### config.mk
export PLATFORM = sky130hd
export DESIGN_NAME = codel_admission_limiter_core
export DESIGN_NICKNAME = d
export VERILOG_FILES = /design/src/design/cal_pkg.sv /design/src/design/cal_csr.sv /design/src/design/cal_step.sv /design/src/design/codel_admission_limiter_core.sv
export SDC_FILE = /design/constraint.sdc
export NUM_CORES = 1
export LEC_CHECK = 0
export ABC_AREA = 1
export BUFFER_PORTS_ARGS = -buffer_cell sky130_fd_sc_hd__buf_2
export CORE_MARGIN = 4
export CORE_UTILIZATION = 50
export DETAILED_ROUTE_END_ITERATION = 6
export PLACE_DENSITY_LB_ADDON = 0.2
export SYNTH_ARGS = -nofsm -noshare
export SYNTH_HDL_FRONTEND = slang
export SYNTH_SLANG_ARGS = --single-unit
### constraint.sdc
create_clock -name clock -period 8.2 [get_ports clock]
set_input_delay 0.82 -clock clock [delete_from_list [all_inputs] [get_ports clock]]
set_output_delay 0.82 -clock clock [all_outputs]
set_load 0.1 [all_outputs]
### src/design/cal_pkg.sv
// Shared types and constants for the CoDel admission limiter.
`default_nettype none

package cal_pkg;

   // Field widths.
   localparam int TIME_W  = 48;
   localparam int DELAY_W = 24;
   localparam int TOKEN_W = 16;
   localparam int INDEX_W = 3;
   localparam int WDATA_W = 24;

   // Register values after reset.
   localparam logic [DELAY_W-1:0] DELAY_THRESHOLD_RESET = 24'd1000;
   localparam logic [DELAY_W-1:0] DISCARD_TIMEOUT_RESET = 24'd1500;
   localparam logic [DELAY_W-1:0] INTERVAL_RESET        = 24'd2000;
   localparam logic [TOKEN_W-1:0] TOKENS_PER_PERIOD_RESET = 16'd300;
   localparam logic [DELAY_W-1:0] TOKEN_PERIOD_RESET    = 24'd1000000;

   // Configuration register indexes.
   typedef enum logic [INDEX_W-1:0] {
      CSR_DELAY_THRESHOLD   = 3'd0,
      CSR_DISCARD_TIMEOUT   = 3'd1,
      CSR_INTERVAL          = 3'd2,
      CSR_TOKENS_PER_PERIOD = 3'd3,
      CSR_TOKEN_PERIOD      = 3'd4
   } csr_index_type;

   // Current configuration as seen by the decision logic.
   typedef struct packed {
      logic [DELAY_W-1:0] overload_limit_us;
      logic [DELAY_W-1:0] shed_delay_us;
      logic [DELAY_W-1:0] window_us;
      logic [TOKEN_W-1:0] tokens_per_period;
      logic [DELAY_W-1:0] token_period_us;
   } cfg_type;

endpackage

`default_nettype wire

### src/design/cal_csr.sv
// Configuration registers of the admission limiter.
`default_nettype none

module cal_csr (
   input  wire logic                         clock,
   input  wire logic                         reset,
   input  wire logic                         csr_valid,
   output logic                              csr_ready,
   input  wire logic [cal_pkg::INDEX_W-1:0]  csr_index,
   input  wire logic [cal_pkg::WDATA_W-1:0]  csr_wdata,
   output cal_pkg::cfg_type                  cfg
);

   cal_pkg::cfg_type cfg_ff;
   cal_pkg::cfg_type cfg_in;
   logic             write_en;

   // Writes are always taken.
   assign csr_ready = 1'b1;
   assign write_en  = csr_valid & csr_ready;

   // Decode the index; an unknown index leaves every register alone.
   always_comb begin
      cfg_in = cfg_ff;
      if (write_en) begin
         case (csr_index)
            cal_pkg::CSR_DELAY_THRESHOLD: begin
               cfg_in.overload_limit_us = csr_wdata;
            end
            cal_pkg::CSR_DISCARD_TIMEOUT: begin
               cfg_in.shed_delay_us = csr_wdata;
            end
            cal_pkg::CSR_INTERVAL: begin
               cfg_in.window_us = csr_wdata;
            end
            cal_pkg::CSR_TOKENS_PER_PERIOD: begin
               cfg_in.tokens_per_period = csr_wdata[cal_pkg::TOKEN_W-1:0];
            end
            cal_pkg::CSR_TOKEN_PERIOD: begin
               cfg_in.token_period_us = csr_wdata;
            end
            default: begin
               cfg_in = cfg_ff;
            end
         endcase
      end
   end

   // Register bank with its reset values.
   always_ff @(posedge clock) begin
      if (reset) begin
         cfg_ff.overload_limit_us <= cal_pkg::DELAY_THRESHOLD_RESET;
         cfg_ff.shed_delay_us     <= cal_pkg::DISCARD_TIMEOUT_RESET;
         cfg_ff.window_us         <= cal_pkg::INTERVAL_RESET;
         cfg_ff.tokens_per_period <= cal_pkg::TOKENS_PER_PERIOD_RESET;
         cfg_ff.token_period_us   <= cal_pkg::TOKEN_PERIOD_RESET;
      end else begin
         cfg_ff <= cfg_in;
      end
   end

   assign cfg = cfg_ff;

endmodule

`default_nettype wire

### src/design/cal_step.sv
// Limiter state and the per-item admission decision.
`default_nettype none

module cal_step (
   input  wire logic                         clock,
   input  wire logic                         reset,
   input  wire cal_pkg::cfg_type             cfg,
   input  wire logic                         step_en,
   input  wire logic [cal_pkg::TIME_W-1:0]   now_us,
   input  wire logic [cal_pkg::DELAY_W-1:0]  queue_delay_us,
   output logic                              accept,
   output logic                              overloaded
);

   logic [cal_pkg::TOKEN_W-1:0] token_count_ff,     token_count_in;
   logic [cal_pkg::TIME_W-1:0]  token_deadline_ff,  token_deadline_in;
   logic [cal_pkg::DELAY_W-1:0] min_delay_ff,       min_delay_in;
   logic [cal_pkg::TIME_W-1:0]  window_deadline_ff, window_deadline_in;
   logic                        overload_flag_ff,   overload_flag_in;

   logic                        token_pass;
   logic                        window_pass;
   logic                        needs_token;
   logic [cal_pkg::TOKEN_W-1:0] refilled_count;

   // Deadline tests are strict; each advances by one period with wrap.
   assign token_pass  = now_us > token_deadline_ff;
   assign window_pass = now_us > window_deadline_ff;

   assign token_deadline_in = token_pass
      ? token_deadline_ff + {{(cal_pkg::TIME_W-cal_pkg::DELAY_W){1'b0}}, cfg.token_period_us}
      : token_deadline_ff;
   assign window_deadline_in = window_pass
      ? window_deadline_ff + {{(cal_pkg::TIME_W-cal_pkg::DELAY_W){1'b0}}, cfg.window_us}
      : window_deadline_ff;
   assign refilled_count = token_pass ? cfg.tokens_per_period : token_count_ff;

   // A late item, or a slow one while overloaded, has to spend a token.
   assign needs_token = (overload_flag_ff && (queue_delay_us > cfg.shed_delay_us))
                        || (queue_delay_us > cfg.window_us);

   // Window close or in-window update of minimum, flag and tokens.
   always_comb begin
      accept           = 1'b1;
      token_count_in   = refilled_count;
      overload_flag_in = overload_flag_ff;
      min_delay_in     = min_delay_ff;
      if (window_pass) begin
         overload_flag_in = min_delay_ff > cfg.overload_limit_us;
         min_delay_in     = queue_delay_us;
      end else begin
         if (queue_delay_us < min_delay_ff) begin
            min_delay_in = queue_delay_us;
         end
         if (needs_token) begin
            if (refilled_count == '0) begin
               accept = 1'b0;
            end else begin
               token_count_in = refilled_count - {{(cal_pkg::TOKEN_W-1){1'b0}}, 1'b1};
            end
         end
      end
   end

   assign overloaded = overload_flag_in;

   // State registers, updated once per item.
   always_ff @(posedge clock) begin
      if (reset) begin
         token_count_ff     <= cal_pkg::TOKENS_PER_PERIOD_RESET;
         token_deadline_ff  <= {{(cal_pkg::TIME_W-cal_pkg::DELAY_W){1'b0}},
                                cal_pkg::TOKEN_PERIOD_RESET};
         min_delay_ff       <= '0;
         window_deadline_ff <= {{(cal_pkg::TIME_W-cal_pkg::DELAY_W){1'b0}},
                                cal_pkg::INTERVAL_RESET};
         overload_flag_ff   <= 1'b0;
      end else if (step_en) begin
         token_count_ff     <= token_count_in;
         token_deadline_ff  <= token_deadline_in;
         min_delay_ff       <= min_delay_in;
         window_deadline_ff <= window_deadline_in;
         overload_flag_ff   <= overload_flag_in;
      end
   end

`ifndef SYNTHESIS
   // A rejected item leaves the bucket empty.
   a_reject_empty: assert property (@(posedge clock) disable iff (reset)
      step_en && !accept |=> token_count_ff == '0)
      else $error("reject left tokens in the bucket");

   // An item that closes a window is always admitted.
   a_window_accept: assert property (@(posedge clock) disable iff (reset)
      step_en && window_pass |-> accept)
      else $error("window close rejected an item");

   // Inside a window the minimum never rises.
   a_min_falls: assert property (@(posedge clock) disable iff (reset)
      step_en && !window_pass |=> min_delay_ff <= $past(min_delay_ff))
      else $error("minimum delay rose inside a window");

   // The overload flag moves only with an item.
   a_flag_hold: assert property (@(posedge clock) disable iff (reset)
      !step_en |=> $stable(overload_flag_ff))
      else $error("overload flag changed without an item");
`endif

endmodule

`default_nettype wire

### src/design/codel_admission_limiter_core.sv
// Top level of the CoDel admission limiter with a token bucket.
`default_nettype none

// Each request item carries the current time and its queueing delay and gets
// one result item with an accept bit and the overload flag after the step.
// The block takes one item per clock cycle when the result side keeps up; an
// item goes from the input register through the decision logic into the result
// register. The decision uses only compares, two 48-bit deadline adds and a
// token decrement, so nothing iterates. The result register lets a new item
// enter while a finished result still waits. Registers must be written
// through the csr_ port only while the block is idle; the block does not check
// this. After reset the block is ready at once, with no clearing pass.
module codel_admission_limiter_core (
   input  wire logic                         clock,
   input  wire logic                         reset,
   input  wire logic                         req_valid,
   output logic                              req_ready,
   input  wire logic [cal_pkg::TIME_W-1:0]   req_now_us,
   input  wire logic [cal_pkg::DELAY_W-1:0]  req_queue_delay_us,
   output logic                              rsp_valid,
   input  wire logic                         rsp_ready,
   output logic                              rsp_accept,
   output logic                              rsp_overloaded,
   input  wire logic                         csr_valid,
   output logic                              csr_ready,
   input  wire logic [cal_pkg::INDEX_W-1:0]  csr_index,
   input  wire logic [cal_pkg::WDATA_W-1:0]  csr_wdata
);

   cal_pkg::cfg_type            cfg;
   logic                        in_valid_ff;
   logic [cal_pkg::TIME_W-1:0]  in_now_ff;
   logic [cal_pkg::DELAY_W-1:0] in_waiting_ff;
   logic                        rsp_valid_ff;
   logic                        rsp_accept_ff;
   logic                        rsp_overloaded_ff;
   logic                        step_en;
   logic                        step_accept;
   logic                        step_overloaded;

   // The input item moves on when the result register is free or drains.
   assign step_en   = in_valid_ff && (!rsp_valid_ff || rsp_ready);
   assign req_ready = !in_valid_ff || step_en;

   cal_csr u_csr (
      .clock     (clock),
      .reset     (reset),
      .csr_valid (csr_valid),
      .csr_ready (csr_ready),
      .csr_index (csr_index),
      .csr_wdata (csr_wdata),
      .cfg       (cfg)
   );

   cal_step u_step (
      .clock          (clock),
      .reset          (reset),
      .cfg            (cfg),
      .step_en        (step_en),
      .now_us         (in_now_ff),
      .queue_delay_us (in_waiting_ff),
      .accept         (step_accept),
      .overloaded     (step_overloaded)
   );

   // Input register.
   always_ff @(posedge clock) begin
      if (reset) begin
         in_valid_ff <= 1'b0;
      end else if (req_ready) begin
         in_valid_ff <= req_valid;
      end
   end

   always_ff @(posedge clock) begin
      if (req_valid && req_ready) begin
         in_now_ff     <= req_now_us;
         in_waiting_ff <= req_queue_delay_us;
      end
   end

   // Result register.
   always_ff @(posedge clock) begin
      if (reset) begin
         rsp_valid_ff <= 1'b0;
      end else if (step_en) begin
         rsp_valid_ff <= 1'b1;
      end else if (rsp_ready) begin
         rsp_valid_ff <= 1'b0;
      end
   end

   always_ff @(posedge clock) begin
      if (step_en) begin
         rsp_accept_ff     <= step_accept;
         rsp_overloaded_ff <= step_overloaded;
      end
   end

   assign rsp_valid      = rsp_valid_ff;
   assign rsp_accept     = rsp_accept_ff;
   assign rsp_overloaded = rsp_overloaded_ff;

endmodule

`default_nettype wire

# Word level (Yosys, flattened, before mapping)
# Index checks and enable logic that the tools add are counted.
# op_classes
addsub	3
n_mul	0
n_div	0
magnitude_cmp	6
n_eq_ne	4
shift	0
muxes	10
n_bitwise	1
n_reduce_logical	21
# ops
op	n
$add 48x24->48	2
$gt 48x48->1	2
$gt 24x24->1	3
$mux 16	4
$mux 24	2
$lt 24x24->1	1
$logic_not 16->1	1
$reduce_and 2->1	8
$sub 16x1->16 const B	1
$eq 3x2->1 const B	2
$mux 1	4
$reduce_bool 2->1	2
$eq 3x1->1 const B	1
$eq 3x3->1 const B	1
$logic_and 1x1->1	3
$logic_not 3->1	1
$logic_or 1x1->1	3
$logic_not 1->1	2
$reduce_or 2->1	1
$not 1->1	1
# totals
regBits	325
latch_bits	0
mem_bits_rw	0
mem_bits_ro	0
input_bits	104
output_inout_bits	5
word_cells	61
memories	0

# Longest topological paths before layout
# logic_depth
word_depth	6
mapped_depth	30
depth_no_buf	28

# Modules after synthesis
# Synthesis repeated with hierarchy kept, for this count alone.
# hier_totals
hier_cells	2707
area_unflattened_um2	20280.7
# modules_own_cells
mod	n_inst	cells_each	area_each_um2	seq_area_each_um2
cal_step	1	2004	13589.3	2742.6
cal_csr	1	617	4377.9	2242.2
codel_admission_limiter_core	1	86	2313.5	2262.2

# Worst setup path before layout
# No wires, ideal clock.
# synth_path
path_type	flip-flop to flip-flop
startpoint	register rsp_valid_ff, in the netlist rsp_valid
endpoint	register in_now_ff[0] in the netlist's numbering (enable)
setup_time_ns	0.575
arrival_time_ns	3.140
required_time_ns	7.625
path_slack_ns	4.485
path_stages_with_launch	4
path_buffers	0
period_less_slack_ns	3.715
cell_sequence	dfxtp_1 nand3_1 nand2_1 inv_1
# synth_via
elab_chain_cells	5
# synth_rtl
element	line	text
start, declared	codel_admission_limiter_core.sv:34	logic rsp_valid_ff;
start signal, assigned	codel_admission_limiter_core.sv:85	rsp_valid_ff <= 1'b0;
start signal, assigned	codel_admission_limiter_core.sv:87	rsp_valid_ff <= 1'b1;
start signal, assigned	codel_admission_limiter_core.sv:89	rsp_valid_ff <= 1'b0;
$logic_not 1->1	codel_admission_limiter_core.sv:42	assign step_en = in_valid_ff && (!rsp_valid_ff || rsp_ready);
$logic_or 1x1->1	codel_admission_limiter_core.sv:42	
$logic_and 1x1->1	codel_admission_limiter_core.sv:42	
$logic_or 1x1->1	codel_admission_limiter_core.sv:43	assign req_ready = !in_valid_ff || step_en;
net req_ready	codel_admission_limiter_core.sv:17	output logic req_ready,
$logic_and 1x1->1	codel_admission_limiter_core.sv:76	if (req_valid && req_ready) begin
end signal, assigned	codel_admission_limiter_core.sv:77	in_now_ff <= req_now_us;
end, declared	codel_admission_limiter_core.sv:32	logic [cal_pkg::TIME_W-1:0] in_now_ff;
# The timed path passes the listed nets, and every way through them passes these cells.
# A chain may end at the register's enable or synchronous reset.

# Worst setup path after layout
# layout_path
startpoint	register in_waiting_ff[17] in the netlist's numbering
endpoint	register u_step.min_delay_ff[1] in the netlist's numbering
# layout_via
elab_chain_cells	3
# layout_rtl
element	line	text
start, declared	codel_admission_limiter_core.sv:33	logic [cal_pkg::DELAY_W-1:0] in_waiting_ff;
start signal, assigned	codel_admission_limiter_core.sv:78	in_waiting_ff <= req_queue_delay_us;
$lt 24x24->1	cal_step.sv:52	if (queue_delay_us < min_delay_ff) begin
$reduce_bool 2->1 (no source line)	-	
$reduce_and 2->1 (no source line)	-	
end signal, assigned	cal_step.sv:80	min_delay_ff <= min_delay_in;
end, declared	cal_step.sv:17	logic [cal_pkg::DELAY_W-1:0] min_delay_ff, min_delay_in;
# Every way passes these cells.

==> impl_metrics.py <==
metrics = {
    "clock_network": {
        "cts_setup_buffers": 0,
        "cts_buffers": 37,
        "cts_sinks": 325,
        "tritoncts": "yes",
        "htreeDepth": 2,
        "hold_buffers": 0,
        "root_buffer": "clkbuf_16",
        "post_cts_resized": 0,
        "clock_latency_ns": 0.56,
        "cts_max_path_buffers": 3,
        "path_clk_slew_ns": 0.06,
    },
    "grt": {
        "antenna_found_initial": 0,
        "use_met1_pct": 36.25,
        "track_usage_pct": 25.89,
        "grt_max_degree": 87,
        "busiest_layer": "met2",
        "grt_pass1_wl_um": 86070,
        "use_met3_pct": 4.062,
        "grt_pass1_vias": 16460,
        "grt_overflow": 0,
        "use_met2_pct": 41.64,
    },
    "timing": {
        "layout_setup_ws_ns": 4.152,
        "hold_viol": 0,
        "relSlewSlack_pct": 15.57,
        "fin_crit_sh_pct": 49.37,
        "rsz0062_at_grt": "no",
        "finalMaxSlewViolations": 0,
        "setup-tns-final_ns": 0,
        "skew_ns": 0.02200,
        "fin_crit_ns": 4.048,
        "clock.fmax_mhz": 247.0,
        "tightest_slew_ns": 1.235,
        "setup_viol": 0,
        "whs_ns": 0.4409,
    },
    "synth": {
        "syn_area_um2": 19290,
        "async_flop_share_pct": 0,
        "synth.distinct_cells": 52,
        "synth_nets": 2846,
        "avgSynthCellArea_um2": 7.714,
        "yosysWarnings": 0,
        "synth-seq-cells": 325,
        "synthCells": 2500,
        "synth_edf_count": 74,
        "ys_seq_area_share_pct": 37.58,
        "ys.flop_type": "dfxtp_1",
    },
    "run_status": {
        "status": "finished clean",
    },
    "critical_path": {
        "required_ns": 8.60,
        "critPathKind": "reg -> reg",
        "critPathArrivalTime_ns": 4.45,
        "cp_max_fo": 46,
        "end_kind": "flop",
        "critPathLaunchType": "flop",
    },
    "drt": {
        "first_iter_violations": 1220,
        "first_pass_iters": 5,
        "drt-vias-per-instance": 5.493,
        "ant_nets": 0,
        "num_vias": 17140,
        "totalWireLength_um": 54570,
        "wl_per_cell_um": 17.48,
        "drcViolationCount": 0,
    },
    "placement": {
        "pre_cts_slack_ns": 4.084,
        "placed_cells": 3057,
        "postPlaceCellArea_um2": 20230,
        "routabilityCongestion": 0.9406,
        "place_hpwl_um": 42130,
        "portBuffers": 107,
    },
    "power_and_ir_drop": {
        "power_mw": 3.935,
        "powerDensity_nw_per_um2": 184.4,
        "vdd_drop_max_v": 0.0001715,
        "p_leak_nw": 9.010,
    },
    "die": {
        "die_y_um": 204.4,
        "die_w_um": 204.4,
        "num_io_pins": 109,
        "core_um2": 37840,
        "core.rowCount": 71,
        "die-area_um2": 41780,
        "initial_utilization_pct": 50.96,
    },
    "run": {
        "max_cap_viol_count": 0,
    },
    "final_layout": {
        "area_growth_pct": 10.63,
        "instances_no_fill": 3121,
        "fin_util_pct": 56.38,
        "layout.nets": 2931,
        "n_fill_cell": 3591,
        "fin_area_um2": 21340,
        "layout-drive-gt1-share_pct": 7.931,
        "diodes": 0,
    },
    "hold_path": {
        "hold_path_class": "in -> reg",
    },
}
cell usage after synthesis, types with 3 or more instances:
library cell / count / area [um2]
dfxtp_1: 251 / 5025
nand3_1: 94 / 470.5
ha_1: 240 / 3003
o21ai_0: 233 / 1166
xnor2_1: 20 / 175.2
o211ai_1: 37 / 277.8
a31oi_1: 11 / 68.82
a211oi_1: 3 / 22.52
clkinv_1: 3 / 11.26
a21o_1: 4 / 30.03
nor2_4: 3 / 33.78
nor2_1: 210 / 788.3
inv_2: 6 / 22.52
nor3_1: 54 / 270.3
buf_6: 3 / 33.78
or2_2: 3 / 18.77
buf_1: 3 / 11.26
nor4_1: 11 / 68.82
nand3b_1: 3 / 22.52
o21bai_1: 5 / 37.54
edfxtp_1: 74 / 2222
a21oi_1: 336 / 1682
xor2_1: 22 / 192.7
o21a_1: 12 / 90.09
nor2_2: 8 / 50.05
buf_2: 6 / 30.03
o21ai_1: 10 / 50.05
nand2_2: 6 / 37.54
nand2_1: 366 / 1374
nand4_1: 35 / 219.0
clkbuf_1: 54 / 202.7
inv_1: 345 / 1295
logic make-up after synthesis:
kind of cell               after synthesis  share of synthesized area, %
adders and majority gates              242                         15.78
buffers and inverters                  422                         8.408
AOI/OAI and AO/OA                      667                         18.50
and+or+nand+nor                        801                         17.81
other                                    1                       0.01944
xor gates and xnor gates                42                         1.907
DFF                                    325                         37.58
cells in the final DEF (no fill, tap or decap), drive strengths merged, types with 3 or more instances in the layout:
master,netlist,layout
nand2,374,374
nor4,11,11
nand3b,3,3
nor3,56,56
a31oi,11,11
a211oi,3,3
nand3,95,95
xor2,22,22
o21ai,244,244
nand4,35,35
xnor2,20,20
dfxtp,251,251
ha,240,240
edfxtp,74,74
or2,3,3
a21oi,338,338
clkbuf,54,51
inv,351,353
a21o,4,4
buf,14,114
nor2,221,221
o21a,12,12
o211ai,37,37
o21bai,5,5
clkinv,3,14
final cells by class:
cell class                      count  area, um2  share of cell area, %
Multi-Input combinational cell   1753      10420                  48.84
Timing Repair Buffer              114      588.1                  2.756
Clock buffer                       51       1039                  4.867
Inverter                          354       1333                  6.245
Sequential cell                   325       7247                  33.96
Tap cell                          511      639.4                  2.997
Clock inverter                     13      71.32                 0.3343
power breakdown:
group	switching (mW)	leakage [nW]	internal (mW)	total, mW
clock	0.672	0.556	0.885	1.56
sequential	0.0612	2.77	1.72	1.78
combinational	0.380	5.69	0.217	0.597
worst max-delay path, stage by stage, from the launching register on:
cell and delay, ns:
edfxtp_1 0.50, ha_1 0.36, a21oi_1 0.13, nand3b_1 0.11, a21oi_1 0.06, a2111oi_0 0.97
nand3_1 0.17, nand2_1 0.15, clkinv_1 0.85, o21ai_0 0.49, a21oi_1 0.08
registers in the layout, summed over array words and instances (netlist names), 16 cells and up:
| signal | flops |
|---|---|
| in_waiting_ff | 24 |
| in_now_ff | 48 |
| u_step.token_count_ff | 16 |
| u_step.token_deadline_ff | 48 |
| u_step.min_delay_ff | 24 |
| u_csr.cfg | 112 |
| u_step.window_deadline_ff | 48 |
worst paths after layout:
kind / startpoint / endpoint / slack [ns] / depth (start not counted)
setup / recovery: in_waiting_ff[17] / u_step.min_delay_ff[1] / 4.15 / 10
setup reg to reg: in_waiting_ff[17] / u_step.min_delay_ff[1] / 4.15 / 10
hold reg to reg: u_csr.cfg[36] / u_csr.cfg[36] / 0.45 / 2
hold / removal: req_now_us[1] / in_now_ff[1] / 0.44 / 1
per-layer routing:
metal	wire [um]	part of all wire, %	vias to the layer above
met5	0	0	-
met4	1471	2.7	0
met3	3091	5.7	79
met2	24390	45	450
met1	25610	47	7959
li1	-	-	8655
Note: power is estimated with default switching activity, not from simulation.
